File: src/wsd_pkg.sv
package wsd_pkg;

	localparam int unsigned LENGTH_BITS_DEF = 64;

	localparam logic [3:0] OP_CONT = 4'h0;
	localparam logic [3:0] OP_TEXT = 4'h1;
	localparam logic [6:0] LEN_EXT16 = 7'd126;
	localparam logic [6:0] LEN_EXT64 = 7'd127;
	localparam logic [2:0] EXT16_LEFT = 3'd1;
	localparam logic [2:0] EXT64_LEFT = 3'd7;
	localparam logic [1:0] KEY_LAST = 2'd3;

	typedef enum logic [5:0] {
		PH_HDR0    = 6'b000001,
		PH_HDR1    = 6'b000010,
		PH_EXTLEN  = 6'b000100,
		PH_MASK    = 6'b001000,
		PH_PAYLOAD = 6'b010000,
		PH_IDLE    = 6'b100000
	} phase_t;

	typedef struct packed {
		logic [7:0] data_byte;
		logic       buffer_start;
		logic       buffer_end;
	} item_t;

	typedef struct packed {
		logic [7:0] payload_byte;
		logic       has_byte;
		logic       end_of_frame;
		logic       truncated;
	} res_t;

endpackage

File: src/wsd_parser.sv
module wsd_parser #(
	parameter int unsigned LENGTH_BITS = wsd_pkg::LENGTH_BITS_DEF
) (
	input  logic           clk,
	input  logic           arst_n,
	input  logic           take,
	input  wsd_pkg::item_t item,
	output logic           res_valid,
	output wsd_pkg::res_t  res
);

	wsd_pkg::phase_t phase_q, phase_d, phase_eff;
	logic [2:0]             len_left_q, len_left_d;
	logic [LENGTH_BITS-1:0] remain_q, remain_d, remain_dec;
	logic [31:0]            key_q, key_d;
	logic [1:0]             key_pos_q, key_pos_d;
	logic                   masked_q, masked_d;
	logic [6:0]             len7;
	logic [7:0]             key_byte;
	logic                   last;

	assign last = item.buffer_end;
	assign len7 = item.data_byte[6:0];
	assign remain_dec = remain_q - {{(LENGTH_BITS-1){1'b0}}, 1'b1};
	assign key_byte = key_q[8*(2'd3 - key_pos_q) +: 8];
	assign phase_eff = item.buffer_start ? wsd_pkg::PH_HDR0 : phase_q;

	always_comb begin
		phase_d    = phase_q;
		len_left_d = len_left_q;
		remain_d   = remain_q;
		key_d      = key_q;
		key_pos_d  = key_pos_q;
		masked_d   = masked_q;
		res_valid  = 1'b0;
		res        = '0;
		unique case (phase_eff)
			wsd_pkg::PH_HDR0: begin
				phase_d = (item.data_byte[3:0] == wsd_pkg::OP_CONT
					|| item.data_byte[3:0] == wsd_pkg::OP_TEXT) && !last
					? wsd_pkg::PH_HDR1 : wsd_pkg::PH_IDLE;
			end
			wsd_pkg::PH_HDR1: begin
				masked_d  = item.data_byte[7];
				key_d     = '0;
				key_pos_d = '0;
				if (len7 == wsd_pkg::LEN_EXT16 || len7 == wsd_pkg::LEN_EXT64) begin
					remain_d   = '0;
					len_left_d = (len7 == wsd_pkg::LEN_EXT16)
						? wsd_pkg::EXT16_LEFT : wsd_pkg::EXT64_LEFT;
					phase_d    = last ? wsd_pkg::PH_IDLE : wsd_pkg::PH_EXTLEN;
				end else begin
					remain_d = {{(LENGTH_BITS-7){1'b0}}, len7};
					if (item.data_byte[7]) begin
						phase_d = last ? wsd_pkg::PH_IDLE : wsd_pkg::PH_MASK;
					end else if (len7 == 7'd0 || last) begin
						phase_d          = wsd_pkg::PH_IDLE;
						res_valid        = 1'b1;
						res.end_of_frame = 1'b1;
						res.truncated    = (len7 != 7'd0);
					end else begin
						phase_d = wsd_pkg::PH_PAYLOAD;
					end
				end
			end
			wsd_pkg::PH_EXTLEN: begin
				if (remain_q[LENGTH_BITS-1 -: 8] != 8'd0) begin
					remain_d = '1;
				end else begin
					remain_d = {remain_q[LENGTH_BITS-9:0], item.data_byte};
				end
				if (len_left_q != 3'd0) begin
					len_left_d = len_left_q - 3'd1;
					if (last) begin
						phase_d = wsd_pkg::PH_IDLE;
					end
				end else if (masked_q) begin
					phase_d = last ? wsd_pkg::PH_IDLE : wsd_pkg::PH_MASK;
				end else if (remain_d == '0 || last) begin
					key_pos_d        = '0;
					phase_d          = wsd_pkg::PH_IDLE;
					res_valid        = 1'b1;
					res.end_of_frame = 1'b1;
					res.truncated    = (remain_d != '0);
				end else begin
					key_pos_d = '0;
					phase_d   = wsd_pkg::PH_PAYLOAD;
				end
			end
			wsd_pkg::PH_MASK: begin
				key_d = {key_q[23:0], item.data_byte};
				if (key_pos_q != wsd_pkg::KEY_LAST) begin
					key_pos_d = key_pos_q + 2'd1;
					if (last) begin
						phase_d = wsd_pkg::PH_IDLE;
					end
				end else begin
					key_pos_d = '0;
					if (remain_q == '0 || last) begin
						phase_d          = wsd_pkg::PH_IDLE;
						res_valid        = 1'b1;
						res.end_of_frame = 1'b1;
						res.truncated    = (remain_q != '0);
					end else begin
						phase_d = wsd_pkg::PH_PAYLOAD;
					end
				end
			end
			wsd_pkg::PH_PAYLOAD: begin
				key_pos_d        = key_pos_q + 2'd1;
				remain_d         = remain_dec;
				res_valid        = 1'b1;
				res.has_byte     = 1'b1;
				res.payload_byte = masked_q ? (item.data_byte ^ key_byte) : item.data_byte;
				if (remain_dec == '0) begin
					phase_d          = wsd_pkg::PH_IDLE;
					res.end_of_frame = 1'b1;
				end else if (last) begin
					phase_d          = wsd_pkg::PH_IDLE;
					res.end_of_frame = 1'b1;
					res.truncated    = 1'b1;
				end
			end
			default: begin
				phase_d = wsd_pkg::PH_IDLE;
			end
		endcase
	end

	always_ff @(posedge clk or negedge arst_n) begin
		if (!arst_n) begin
			phase_q    <= wsd_pkg::PH_HDR0;
			len_left_q <= '0;
			remain_q   <= '0;
			key_q      <= '0;
			key_pos_q  <= '0;
			masked_q   <= 1'b0;
		end else if (take) begin
			phase_q    <= phase_d;
			len_left_q <= len_left_d;
			remain_q   <= remain_d;
			key_q      <= key_d;
			key_pos_q  <= key_pos_d;
			masked_q   <= masked_d;
		end
	end

endmodule

File: src/wsd_res_queue.sv
module wsd_res_queue (
	input  logic          clk,
	input  logic          arst_n,
	input  logic          push,
	input  wsd_pkg::res_t push_res,
	output logic          full,
	output logic          pop_valid,
	input  logic          pop_stall,
	output wsd_pkg::res_t pop_res
);

	wsd_pkg::res_t entry_q [2];
	logic          wr_ptr_q, rd_ptr_q;
	logic [1:0]    count_q;
	logic          pop;

	assign full      = (count_q == 2'd2);
	assign pop_valid = (count_q != 2'd0);
	assign pop       = pop_valid && !pop_stall;
	assign pop_res   = entry_q[rd_ptr_q];

	always_ff @(posedge clk) begin
		if (push) begin
			entry_q[wr_ptr_q] <= push_res;
		end
	end

	always_ff @(posedge clk or negedge arst_n) begin
		if (!arst_n) begin
			wr_ptr_q <= 1'b0;
			rd_ptr_q <= 1'b0;
			count_q  <= '0;
		end else begin
			if (push) begin
				wr_ptr_q <= ~wr_ptr_q;
			end
			if (pop) begin
				rd_ptr_q <= ~rd_ptr_q;
			end
			unique case ({push, pop})
				2'b10:   count_q <= count_q + 2'd1;
				2'b01:   count_q <= count_q - 2'd1;
				default: count_q <= count_q;
			endcase
		end
	end

endmodule

File: src/websocket_frame_deframer_core.sv
// Receive-side WebSocket frame parser. One byte of a received buffer enters per
// clock on the byte channel; buffer_start restarts parsing at a frame header and
// buffer_end closes the buffer. Frames with an opcode other than continuation or
// text are skipped. Payload bytes leave unmasked on the result channel, the last
// one with end_of_frame; an empty payload gives one result with has_byte low, and
// a buffer ending mid-payload closes the frame with truncated set. The block
// sustains one byte per clock while the receiver does not stall: each byte is
// held in the input register, is parsed combinationally and lands in a
// two-entry result queue, which offers the result to the receiver. With two
// results queued, a byte in the input register stalls the byte channel.
// LENGTH_BITS (16 to 64) sets the payload counter; wider extended lengths
// saturate.
module websocket_frame_deframer_core #(
	parameter int unsigned LENGTH_BITS = wsd_pkg::LENGTH_BITS_DEF
) (
	input  logic       clk,
	input  logic       arst_n,
	input  logic       byte_valid,
	output logic       byte_stall,
	input  logic [7:0] data_byte,
	input  logic       buffer_start,
	input  logic       buffer_end,
	output logic       res_valid,
	input  logic       res_stall,
	output logic [7:0] payload_byte,
	output logic       has_byte,
	output logic       end_of_frame,
	output logic       truncated
);

	wsd_pkg::item_t item_s1;
	logic           valid_s1;
	logic           queue_full;
	logic           take;
	logic           parse_valid;
	wsd_pkg::res_t  parse_res;
	wsd_pkg::res_t  out_res;

	assign take       = valid_s1 && !queue_full;
	assign byte_stall = valid_s1 && queue_full;

	always_ff @(posedge clk or negedge arst_n) begin
		if (!arst_n) begin
			valid_s1 <= 1'b0;
		end else if (!byte_stall) begin
			valid_s1 <= byte_valid;
		end
	end

	always_ff @(posedge clk) begin
		if (byte_valid && !byte_stall) begin
			item_s1 <= '{data_byte: data_byte, buffer_start: buffer_start,
				buffer_end: buffer_end};
		end
	end

	wsd_parser #(
		.LENGTH_BITS(LENGTH_BITS)
	) u_parser (
		.clk       (clk),
		.arst_n    (arst_n),
		.take      (take),
		.item      (item_s1),
		.res_valid (parse_valid),
		.res       (parse_res)
	);

	wsd_res_queue u_queue (
		.clk       (clk),
		.arst_n    (arst_n),
		.push      (take && parse_valid),
		.push_res  (parse_res),
		.full      (queue_full),
		.pop_valid (res_valid),
		.pop_stall (res_stall),
		.pop_res   (out_res)
	);

	assign payload_byte = out_res.payload_byte;
	assign has_byte     = out_res.has_byte;
	assign end_of_frame = out_res.end_of_frame;
	assign truncated    = out_res.truncated;

`ifndef SYNTH
	a_bare_is_end: assert property (@(posedge clk) disable iff (!arst_n)
		res_valid && !has_byte |-> end_of_frame && payload_byte == 8'd0)
		else $error("bare result without end of frame");

	a_trunc_is_end: assert property (@(posedge clk) disable iff (!arst_n)
		res_valid && truncated |-> end_of_frame)
		else $error("truncated result not marked as end of frame");

	a_stall_held: assert property (@(posedge clk) disable iff (!arst_n)
		byte_stall |=> valid_s1 && $stable(item_s1))
		else $error("input register lost a held byte");
`endif

endmodule
File: config.mk
export PLATFORM = sky130hd
export DESIGN_NAME = websocket_frame_deframer_core
export DESIGN_NICKNAME = d
export VERILOG_FILES = /design/src/wsd_pkg.sv /design/src/wsd_parser.sv /design/src/wsd_res_queue.sv /design/src/websocket_frame_deframer_core.sv
export SDC_FILE = /design/constraint.sdc
export NUM_CORES = 1
export LEC_CHECK = 0
export BUFFER_PORTS_ARGS = -buffer_cell sky130_fd_sc_hd__buf_2
export CORE_ASPECT_RATIO = 1.4
export CORE_MARGIN = 5
export CORE_UTILIZATION = 35
export DETAILED_ROUTE_END_ITERATION = 6
export MAX_ROUTING_LAYER = met4
export PLACE_DENSITY = 0.6
export SETUP_SLACK_MARGIN = 0.1
export SLEW_MARGIN = 20
export SYNTH_ARGS = -nofsm -noshare
export SYNTH_HDL_FRONTEND = slang
export SYNTH_SLANG_ARGS = --single-unit
File: constraint.sdc
create_clock -name clk -period 3.5 [get_ports clk]
set_clock_uncertainty 0.05 [all_clocks]
set_input_delay 0.175 -clock clk [delete_from_list [all_inputs] [get_ports clk]]
set_output_delay 0.175 -clock clk [all_outputs]
set_load 0.03 [all_outputs]
==> flow_metrics.tcl <==
set metrics [dict create \
    outcome "completed" \
    clock_latency_ns 0.44 \
    critPathLaunchType "register" \
    coreArea_um2 25500 \
    detail_route.drc_violations 0 \
    r2r_end "u_queue.entry_q[1][0]" \
    cts_root_buf "clkbuf_16" \
    place_congestion 0.921 \
    fp-row-count 69 \
    grt_max_degree 65 \
    final-seq-area_um2 3790 \
    period_needed_ns 3.38 \
    wl_per_cell_um 20.6 \
    maxCapViolations 0 \
    setup_ws_ns 0.118 \
    cp_max_fo 7 \
    hold_viol_final 0 \
    drive_above_1_share 0.238 \
    postPlaceCellArea_um2 10300 \
    grt_pass1_wl_mm 47.5 \
    crit_required_ns 3.61 \
    die_area_um2 29200 \
    syn_inst 996 \
    max_freq_ghz 0.296 \
    synth_edf_count 32 \
    drt_wl_total_mm 29.7 \
    finalPower_mw 8.88 \
    reg2regPathDepth 10 \
    period_share 0.966 \
    areaGrowthSynthToFinish_pct 23.9 \
    cp-end-kind "register" \
    critical_path_class "register to register" \
    track_usage 0.209 \
    ys_warn_count 0 \
    vias 8495 \
    initial_core_util 0.355 \
    clkSinkCount 145 \
    diodes 0 \
    rsz0062_at_grt "true" \
    io_pins 27 \
    fin_setup_tns_ns 0 \
    slew_viol_final 0 \
    syn_nets 1016 \
    yosysUniqueCellTypes 70 \
    synth_flop_cell "dfrtp_1" \
    tightest_slew_ns 0.764 \
    cts_buffers 17 \
    preCtsSetupSlack_ns 0.0474 \
    cts_max_level 4 \
    die_width_um 146 \
    r2r_slack_ns 0.12 \
    grt_pass1_vias 8525 \
    maxSlewHeadroom 0.491 \
    crit_start "u_parser.remain_q[35]" \
    power_density_nw_per_um2 793 \
    ir_drop_mv 0.484 \
    die_h_um 200 \
    drt_iter0_markers 791 \
    worstHoldPathType "input pin to asynchronous set/reset pin" \
    firstDrtPassIters 5 \
    cts_tree "yes" \
    synth_area_per_cell_um2 9.07 \
    fin_nets 1129 \
    routed_via_density 5.90 \
    ys_ff_latch 145 \
    nFillCells 2423 \
    rr_startpoint "u_parser.remain_q[35]" \
    critical_path_arrival_ns 3.50 \
    syn_area_um2 9030 \
    async_flop_share 0.779 \
    postLayoutCoreUtil 0.440 \
    multi_input_area_um2 4960 \
    clk_path_buf_depth 2 \
    clk_pin_slew_ns 0.07 \
    portBuffers 26 \
    antenna_left 0 \
    antenna_found_initial 0 \
    p_leak_nw 4.96 \
    final-setup-viol-count 0 \
    ys_seq_area_frac 0.419 \
    hpwl_mm 21.1 \
    overflow 0 \
    finish.instance_area_um2 11200 \
]
==> synth_stat cells, types with 9 or more instances <==
cell      count  area, um2
dfrtp_1     112       2800
o21ai_0     112        561
nor2_1       74        278
clkbuf_1     69        259
nand2_1      63        236
a22o_1       53        464
a21oi_1      52        260
nor3_1       36        180
edfxtp_1     32        961
inv_1        31        116
nor4_1       31        194
xnor2_1      24        210
nand4_1      23        144
nand3_1      18       90.1
o31a_1       18        158
o22ai_1      17        106
o31ai_1      17        128
or4_1        15        113
xor2_1       15        131
or3_1        13       81.3
nand2b_1     12       75.1
mux2_2       11        124
or2_2         9       56.3
==> power breakdown <==
part / total [mW] / switching [mW] / internal (mW)
Clock: 1.76 / 0.823 / 0.939
Combinational: 5.17 / 3.10 / 2.07
Sequential: 1.95 / 0.119 / 1.83
==> metrics by stage <==
step | hold WS, ns | std cells
5_1_grt | 0.373 | 1441
4_1_cts | 0.324 | 1434
6_report | 0.304 | 1441
2_1_floorplan | -0.171 | 996
3_5_place_dp | 0.240 | 1389
3_3_place_gp | 0.236 | 1389
==> area by class of cell <==
class / count / share of cell area
Inverter: 31 / 0.0104
Clock inverter: 15 / 0.0124
Timing Repair Buffer: 177 / 0.123
Multi-Input combinational cell: 737 / 0.443
Sequential cell: 145 / 0.338
Tap cell: 319 / 0.0356
Clock buffer: 17 / 0.0380
==> state kept, by name (all words and copies together) (netlist names), 2 cells and up <==
name / count
u_parser.len_left_q: 3
u_parser.remain_q: 64
u_queue.entry_q: 22
u_parser.key_q: 32
u_parser.key_pos_q: 2
item_s1: 10
u_parser.phase_q: 6
u_queue.count_q: 2
==> worst max path at each step <==
stage	end	slack, ns
after floorplan	u_queue.entry_q[0][0]	0.04
after global placement	u_queue.entry_q[0][3]	0.05
after detailed placement	u_queue.entry_q[0][3]	0.05
after CTS	u_queue.entry_q[1][0]	0.11
after global routing	u_queue.count_q[1]	0.06
final	u_queue.entry_q[1][0]	0.12
==> layout by cell type (no fill, tap or decap), drive strengths merged, types with 20 or more instances in the layout <==
cell      n
inv      40
nand4    24
a22o     53
xnor2    24
edfxtp   32
a21oi    52
buf     164
nor2     75
nor3     40
o21ai   113
nor4     35
dfrtp   112
nand2    63
nand3    20
==> what timing repair did <==
item,4_1_cts,5_1_grt
gates cloned,0,1
resized for setup,8,20
setup buffers,0,6
setup endpoints to repair,27,29
endpoints found under the hold margin,63,0
pin swaps,6,6
hold buffers,13,0
==> layer usage <==
layer | vias up | track usage | wire length [um]
met1 | 4186 | 0.240 | 11900
met4 | 0 | 0.0916 | 1140
met5 | - | - | 0
met3 | 69 | 0.0267 | 1070
met2 | 250 | 0.363 | 15600
li1 | 3990 | - | -
==> cell families (layout without fill, tap and decap cells) <==
group	Yosys count	count (layout)	share of synthesized area
simple gates	342	342	0.212
mux	20	20	0.0348
flops	145	145	0.419
buf+inv	114	240	0.0492
compound gates	330	330	0.238
fa+ha+maj	6	6	0.00831
xor+xnor	39	39	0.0378
==> worst max-delay path: stages, from the launching register on <==
cell and delay (ns):
dfrtp_1 0.52, or4_1 0.58, or3_1 0.43, o31ai_1 0.20, and4_1 0.21, nand4_1 0.20, nor4_2 0.40, nand4_1 0.14
buf_4 0.18, nand2_1 0.09, a211oi_2 0.10
Note: power is estimated with default switching activity, not from simulation.
